--- src/design/rob_pkg.sv ---
// shared types and constants for the in-order release reorder buffer
package rob_pkg;

    localparam int DEPTH        = 16;
    localparam int PAYLOAD_BITS = 32;
    localparam int SEQ_BITS     = 4;
    localparam int IDX_W        = $clog2(DEPTH);
    localparam int QUEUE_DEPTH  = 2;
    localparam int Q_IDX_W      = $clog2(QUEUE_DEPTH);
    localparam int Q_CNT_W      = $clog2(QUEUE_DEPTH + 1);

    typedef struct packed {
        logic [SEQ_BITS-1:0]     seq_number;
        logic [PAYLOAD_BITS-1:0] payload;
    } in_word_t;

    typedef struct packed {
        logic [SEQ_BITS-1:0]     out_seq_number;
        logic [PAYLOAD_BITS-1:0] out_payload;
        logic                    last_of_run;
    } out_word_t;

    typedef struct packed {
        logic [IDX_W-1:0]        slot;
        logic [PAYLOAD_BITS-1:0] payload;
    } rob_entry_t;

    typedef enum logic [1:0] {
        ST_IDLE  = 2'b01,
        ST_DRAIN = 2'b10
    } back_state_t;

    function automatic logic [IDX_W-1:0] next_index(input logic [IDX_W-1:0] idx);
        logic [IDX_W-1:0] res;
        if (idx == IDX_W'(DEPTH - 1))
        begin
            res = '0;
        end
        else
        begin
            res = idx + IDX_W'(1);
        end
        return res;
    endfunction

endpackage

--- src/design/rob_front.sv ---
// front end: accepts words, maps them to a slot and queues them for the back end
module rob_front
    import rob_pkg::*;
(
    input  logic       clk,
    input  logic       rst_n,
    input  logic       push,
    output logic       full,
    input  in_word_t   item,
    output logic       q_valid,
    output rob_entry_t q_entry,
    input  logic       q_take
);

    rob_entry_t       q_mem_reg [QUEUE_DEPTH];
    logic [Q_IDX_W-1:0] wr_ptr_reg, wr_ptr_next;
    logic [Q_IDX_W-1:0] rd_ptr_reg, rd_ptr_next;
    logic [Q_CNT_W-1:0] count_reg, count_next;
    logic               wr_en;
    logic               rd_en;
    rob_entry_t         new_entry;

    // slot index is the sequence number reduced to the buffer depth
    assign new_entry.slot    = IDX_W'(item.seq_number);
    assign new_entry.payload = item.payload;

    assign full    = (count_reg == Q_CNT_W'(QUEUE_DEPTH));
    assign q_valid = (count_reg != '0);
    assign q_entry = q_mem_reg[rd_ptr_reg];
    assign wr_en   = push && !full;
    assign rd_en   = q_take && q_valid;

    always_comb
    begin
        wr_ptr_next = wr_ptr_reg;
        rd_ptr_next = rd_ptr_reg;
        count_next  = count_reg;
        if (wr_en)
        begin
            wr_ptr_next = (wr_ptr_reg == Q_IDX_W'(QUEUE_DEPTH - 1)) ? '0
                                                                   : wr_ptr_reg + Q_IDX_W'(1);
        end
        if (rd_en)
        begin
            rd_ptr_next = (rd_ptr_reg == Q_IDX_W'(QUEUE_DEPTH - 1)) ? '0
                                                                   : rd_ptr_reg + Q_IDX_W'(1);
        end
        if (wr_en && !rd_en)
        begin
            count_next = count_reg + Q_CNT_W'(1);
        end
        else if (rd_en && !wr_en)
        begin
            count_next = count_reg - Q_CNT_W'(1);
        end
    end

    always_ff @(posedge clk or negedge rst_n)
    begin
        if (!rst_n)
        begin
            wr_ptr_reg <= '0;
            rd_ptr_reg <= '0;
            count_reg  <= '0;
        end
        else
        begin
            wr_ptr_reg <= wr_ptr_next;
            rd_ptr_reg <= rd_ptr_next;
            count_reg  <= count_next;
        end
    end

    always_ff @(posedge clk)
    begin
        if (wr_en)
        begin
            q_mem_reg[wr_ptr_reg] <= new_entry;
        end
    end

endmodule

--- src/design/rob_back.sv ---
// back end: slot store, in-order release sequencer and result register
module rob_back
    import rob_pkg::*;
(
    input  logic       clk,
    input  logic       rst_n,
    input  logic       q_valid,
    input  rob_entry_t q_entry,
    output logic       q_take,
    output logic       empty,
    input  logic       pop,
    output out_word_t  result
);

    back_state_t             state_reg, state_next;
    logic [DEPTH-1:0]        slot_full_reg, slot_full_next;
    logic [PAYLOAD_BITS-1:0] slot_payload_reg [DEPTH];
    logic [IDX_W-1:0]        head_reg, head_next;
    logic                    out_valid_reg, out_valid_next;
    out_word_t               out_word_reg;
    out_word_t               out_word_next;
    logic                    out_ready;
    logic                    out_load;
    logic [IDX_W-1:0]        head_inc;

    assign out_ready = !out_valid_reg || pop;
    assign head_inc  = next_index(head_reg);
    assign empty     = !out_valid_reg;
    assign result    = out_word_reg;

    always_comb
    begin
        state_next     = state_reg;
        slot_full_next = slot_full_reg;
        head_next      = head_reg;
        q_take         = 1'b0;
        out_load       = 1'b0;
        out_word_next.out_seq_number = SEQ_BITS'(head_reg);
        out_word_next.out_payload    = slot_payload_reg[head_reg];
        // next slot still full means the run goes on
        out_word_next.last_of_run    = !slot_full_reg[head_inc];
        unique case (state_reg)
            ST_IDLE:
            begin
                if (q_valid)
                begin
                    q_take                        = 1'b1;
                    slot_full_next[q_entry.slot] = 1'b1;
                    state_next                    = ST_DRAIN;
                end
            end
            ST_DRAIN:
            begin
                if (!slot_full_reg[head_reg])
                begin
                    state_next = ST_IDLE;
                end
                else if (out_ready)
                begin
                    out_load                 = 1'b1;
                    slot_full_next[head_reg] = 1'b0;
                    head_next                = head_inc;
                    if (out_word_next.last_of_run)
                    begin
                        state_next = ST_IDLE;
                    end
                end
            end
            default:
            begin
                state_next = ST_IDLE;
            end
        endcase
        out_valid_next = out_load || (out_valid_reg && !pop);
    end

    always_ff @(posedge clk or negedge rst_n)
    begin
        if (!rst_n)
        begin
            state_reg     <= ST_IDLE;
            slot_full_reg <= '0;
            head_reg      <= '0;
            out_valid_reg <= 1'b0;
        end
        else
        begin
            state_reg     <= state_next;
            slot_full_reg <= slot_full_next;
            head_reg      <= head_next;
            out_valid_reg <= out_valid_next;
        end
    end

    always_ff @(posedge clk)
    begin
        if (q_take)
        begin
            slot_payload_reg[q_entry.slot] <= q_entry.payload;
        end
        if (out_load)
        begin
            out_word_reg <= out_word_next;
        end
    end

endmodule

--- src/design/in_order_release_reorder_buffer_top.sv ---
// top level of the in-order release reorder buffer
//
// input side is a queue: a word (sequence number, payload) is taken at a clock
// edge with push high and full low. the sequence number picks a slot, the
// payload is stored there and the slot is marked full (a full slot is simply
// overwritten). results come out of a queue: while empty is low the oldest
// released word is on result, and it goes at an edge with pop high.
// after each store the sequencer releases slots from the head pointer in
// order, one per cycle while the result register is empty or popped, until
// it meets an empty slot; the last word of that run carries last_of_run. a
// word ahead of the head releases nothing; the sequencer then finds the head
// slot empty. the first released word passes the input queue, the slot store
// and the result register before it shows on result. the back end stores a
// new word only when idle, after its run is released; a two-word input queue
// lets push continue while the sequencer drains.
// when pop stays low the single result register holds its word and the
// sequencer waits with it; the input queue fills and full goes high.
// reset clears the slot-full flags, the head pointer and both queues; the
// slot payloads need no reset since only full slots are read.
module in_order_release_reorder_buffer_top
    import rob_pkg::*;
(
    input  logic      clk,
    input  logic      rst_n,
    input  logic      push,
    output logic      full,
    input  in_word_t  item,
    output logic      empty,
    input  logic      pop,
    output out_word_t result
);

    logic       q_valid;
    logic       q_take;
    rob_entry_t q_entry;

    // accept and map to slot
    rob_front u_front (
        .clk     (clk),
        .rst_n   (rst_n),
        .push    (push),
        .full    (full),
        .item    (item),
        .q_valid (q_valid),
        .q_entry (q_entry),
        .q_take  (q_take)
    );

    // store, release in order, hold result
    rob_back u_back (
        .clk     (clk),
        .rst_n   (rst_n),
        .q_valid (q_valid),
        .q_entry (q_entry),
        .q_take  (q_take),
        .empty   (empty),
        .pop     (pop),
        .result  (result)
    );

    // released words always walk the slots in order, wrapping at the depth
    logic [IDX_W-1:0] expect_seq_reg;

    always_ff @(posedge clk or negedge rst_n)
    begin
        if (!rst_n)
        begin
            expect_seq_reg <= '0;
        end
        else if (pop && !empty)
        begin
            expect_seq_reg <= next_index(expect_seq_reg);
        end
    end

    a_release_in_order: assert property (@(posedge clk) disable iff (!rst_n)
        (pop && !empty) |-> (result.out_seq_number == SEQ_BITS'(expect_seq_reg)))
        else $error("released word out of sequence order");

    a_take_needs_word: assert property (@(posedge clk) disable iff (!rst_n)
        q_take |-> q_valid)
        else $error("back end took a word from an empty queue");

    a_full_after_push: assert property (@(posedge clk) disable iff (!rst_n)
        (full && !q_take) |=> full)
        else $error("input queue lost a word without a take");

endmodule
--- config.mk ---
export PLATFORM = sky130hd
export DESIGN_NAME = in_order_release_reorder_buffer_top
export DESIGN_NICKNAME = d
export VERILOG_FILES = /design/src/design/rob_pkg.sv /design/src/design/rob_front.sv /design/src/design/rob_back.sv /design/src/design/in_order_release_reorder_buffer_top.sv
export SDC_FILE = /design/constraint.sdc
export NUM_CORES = 1
export LEC_CHECK = 0
export BUFFER_PORTS_ARGS = -buffer_cell sky130_fd_sc_hd__buf_2
export CAP_MARGIN = 20
export CORE_ASPECT_RATIO = 0.5
export CORE_MARGIN = 2
export CORE_UTILIZATION = 65
export CTS_BUF_LIST = sky130_fd_sc_hd__clkbuf_16
export CTS_CLUSTER_DIAMETER = 30
export DETAILED_ROUTE_END_ITERATION = 7
export PLACE_DENSITY = 0.83
export RECOVER_POWER = 25
export SLEW_MARGIN = 20
export SYNTH_ARGS = -nofsm -noshare
export SYNTH_HDL_FRONTEND = slang
export SYNTH_SLANG_ARGS = --single-unit
--- constraint.sdc ---
create_clock -name clk -period 11.47 [get_ports clk]
set_input_delay 0.5735 -clock clk [delete_from_list [all_inputs] [get_ports clk]]
set_output_delay 0.5735 -clock clk [all_outputs]
set_load 0.01 [all_outputs]
==> results_dict.tcl <==
set metrics [dict create \
    min_to "u_front.q_mem_reg[0][32]" \
    port-buffer-count 78 \
    p_comb_share_pct 24.2 \
    drtAntennaViolNets 0 \
    first_iter_violations 2080 \
    cts_setup_buffers 0 \
    synth_cells 1037 \
    critical_path_class "reg -> reg" \
    yosysMostFrequentCell "edfxtp_1" \
    cts_buffers 61 \
    grt_usage_pct 32.5 \
    setup_tns_ps 0 \
    place_area_um2 25700 \
    fin_nets 1203 \
    internal-power_mw 5.05 \
    worst_pin_slew_ps 2930 \
    path_buf_inv 2 \
    hold_path_class "in -> reg" \
    die_w_um 279 \
    via_per_inst 7.26 \
    ir_drop_mv 0.154 \
    finalSetupViolations 0 \
    p_sw_share_pct 30.2 \
    dp_hpwl_um 28300 \
    power_leakage_nw 8.88 \
    seqPwrFrac_pct 46.9 \
    worstHoldPathCells 1 \
    finalPower_mw 7.23 \
    die_h_um 141 \
    initial_core_util_pct 65.8 \
    worstHoldStart "item[32]" \
    die_area_um2 39400 \
    largest_reg_flops 512 \
    cts-root-buf "clkbuf_16" \
    grt-ovfl-total 0 \
    rsz0062_at_grt "false" \
    violations "max-capacitance violations, max-slew violations" \
    clock-skew-final_ps 33.4 \
    n_antenna_cell 0 \
    crit_path_top_delay_cell "dfrtp_1" \
    wl_um 61500 \
    crit_chain "buf_4 > mux4_2 > a22oi_1 > a21oi_4 > buf_4 > mux2_2" \
    ys.flop_type "edfxtp_1" \
    std_cell_rows 50 \
    maxCapViolations 4 \
    ys_async_sr_fraction_pct 4.17 \
    drtPass1Iterations 5 \
    fmax_mhz 175 \
    hold_viol_final 0 \
    yosys-top-cells-area "edfxtp_1 (76%), mux4_2 (16%), dfrtp_1 (2.7%), mux2_2 (1.6%), inv_1 (0.43%)" \
    register_area_um2 19300 \
    dp.cells 1588 \
    core-area_um2 37300 \
    wl_per_cell_um 36.1 \
    yosys_warnings 0 \
    reg2regPathDepth 6 \
    cts-hold-fix-buffers 1 \
    ctsResizeCount 0 \
    globalplace.congestion 0.906 \
    power.switching_mw 2.18 \
    slew_violations 137 \
    cp-start-kind "flop" \
    cpPeakStageDelay_ps 2340 \
    avgSynthCellArea_um2 23.7 \
    p_per_area_nw_per_um2 261 \
    antenna_found_initial 0 \
    period_needed_ps 5710 \
    yosysUniqueCellTypes 39 \
    drive_above_1_share_pct 29.5 \
    design_area_um2 27700 \
    final_cells 1703 \
    status "finished with violations" \
    relSlewSlack_pct -95.5 \
    crit_top_cell "buf_4" \
    fill_cells 1837 \
    synth_common_cells "edfxtp_1 (621), mux4_2 (169), mux2_2 (34)" \
    grt_max_degree 70 \
    area_growth_pct 12.7 \
    insertion_delay_ps 640 \
    worstReg2RegStart "u_back.head_reg[0]" \
    synth_area_um2 24600 \
    grt_pass1_wl_um 90000 \
    netlist.area_leader.share_pct 76.0 \
    clock-sinks 648 \
    path_max_fanout 50 \
    synth_nets 1082 \
    finalCritPeriodShare_pct 49.8 \
    post-route-util_pct 74.2 \
    clk_path_buf_depth 3 \
    multi_input_area_um2 5070 \
    ys_seq_area_share_pct 78.7 \
    grt_pass1_vias 12798 \
    drc_errors 0 \
    htreeDepth 2 \
    crit_required_ps 11980 \
    cts_tree "done" \
    synth_edf_count 621 \
    ff2ff_setup_slack_ps 5760 \
    critPathTopFamily "flip-flops" \
    p_clk_share_pct 28.9 \
    cp-end-kind "flop" \
    rr_endpoint "u_back.head_reg[3]" \
    clk_pin_slew_worst_paths_ps 70 \
    num_vias 12357 \
    cp.arrival_ps 6220 \
    ios 79 \
    synth_top_area_cell "edfxtp_1" \
    ys_seq_elements 648 \
]
## power by group through the flow
stage	Sequential (mW)	Clock (mW)	Combinational, mW
finish	3.39	2.09	1.75
CTS	3.38	2.09	1.73
floorplan	3.28	0	1.27
global route	3.41	2.18	1.84
global placement	3.38	0	1.56
detailed placement	3.41	0	1.65
## stage by stage
stage | setup slack (ps) | hold WS (ps)
global route | 5170 | 113
detailed placement | 7350 | 507
floorplan | 7710 | 278
finish | 5760 | 132
CTS | 7160 | 106
global placement | 7450 | 488
## logic make-up (layout without fill, tap and decap cells)
logic type	Yosys count	in the layout	synth area share (%)
AOI/OAI and AO/OA	36	36	1.11
xor gates and xnor gates	7	7	0.250
adders and majority gates	5	5	0.255
buffers and inverters	73	245	1.25
DFF	648	648	78.7
muxes	204	204	17.1
and+or+nand+nor	64	64	1.32
## how the worst max path moves through the flow
stage | from | to | slack (ps) | cells past startpoint
floorplan | u_back.head_reg[0] | u_back.head_reg[0] | 7710 | 6
global placement | u_back.head_reg[0] | u_back.head_reg[3] | 7450 | 6
detailed placement | u_back.head_reg[0] | u_back.head_reg[3] | 7350 | 6
CTS | u_back.head_reg[0] | u_back.head_reg[3] | 7160 | 6
global route | u_back.head_reg[0] | u_back.head_reg[0] | 5170 | 6
finish | u_back.head_reg[0] | u_back.head_reg[3] | 5760 | 6
## placed cells by master (no fill, tap or decap), types with 3 or more instances in the layout
cell / instances
a21o_1: 8
a22o_1: 3
and3b_1: 4
buf_2: 24
buf_4: 24
bufinv_16: 7
clkbuf_1: 54
clkbuf_16: 61
clkinv_1: 5
clkinv_2: 9
clkinv_4: 5
clkinvlp_4: 7
dfrtp_1: 26
edfxtp_1: 621
ha_1: 5
inv_1: 39
inv_6: 5
mux2_1: 15
mux2_2: 19
mux4_2: 169
nand2_1: 6
nand3_1: 9
nor2_1: 6
nor2_4: 16
nor2b_1: 4
nor3_1: 9
nor3b_1: 3
o22ai_1: 7
xnor2_1: 5
## layout make-up
| type | count | area share, % |
|---|---|---|
| clock inverters | 53 | 1.84 |
| clock buffers | 61 | 5.52 |
| well taps | 494 | 2.23 |
| repair buffers | 103 | 1.85 |
| inverters | 28 | 0.380 |
| multi-input cells | 316 | 18.3 |
| flip-flops and latches | 648 | 69.8 |
## layer usage
layer / up-vias / global-route usage (%) / wire length, um
met5: - / 0 / 0
met4: 0 / 9.54 / 1840
met3: 175 / 7.64 / 7260
met2: 1066 / 51.1 / 29600
met1: 6483 / 47.1 / 22800
li1: 4633 / - / -
Power figures use the tool's default switching activity.
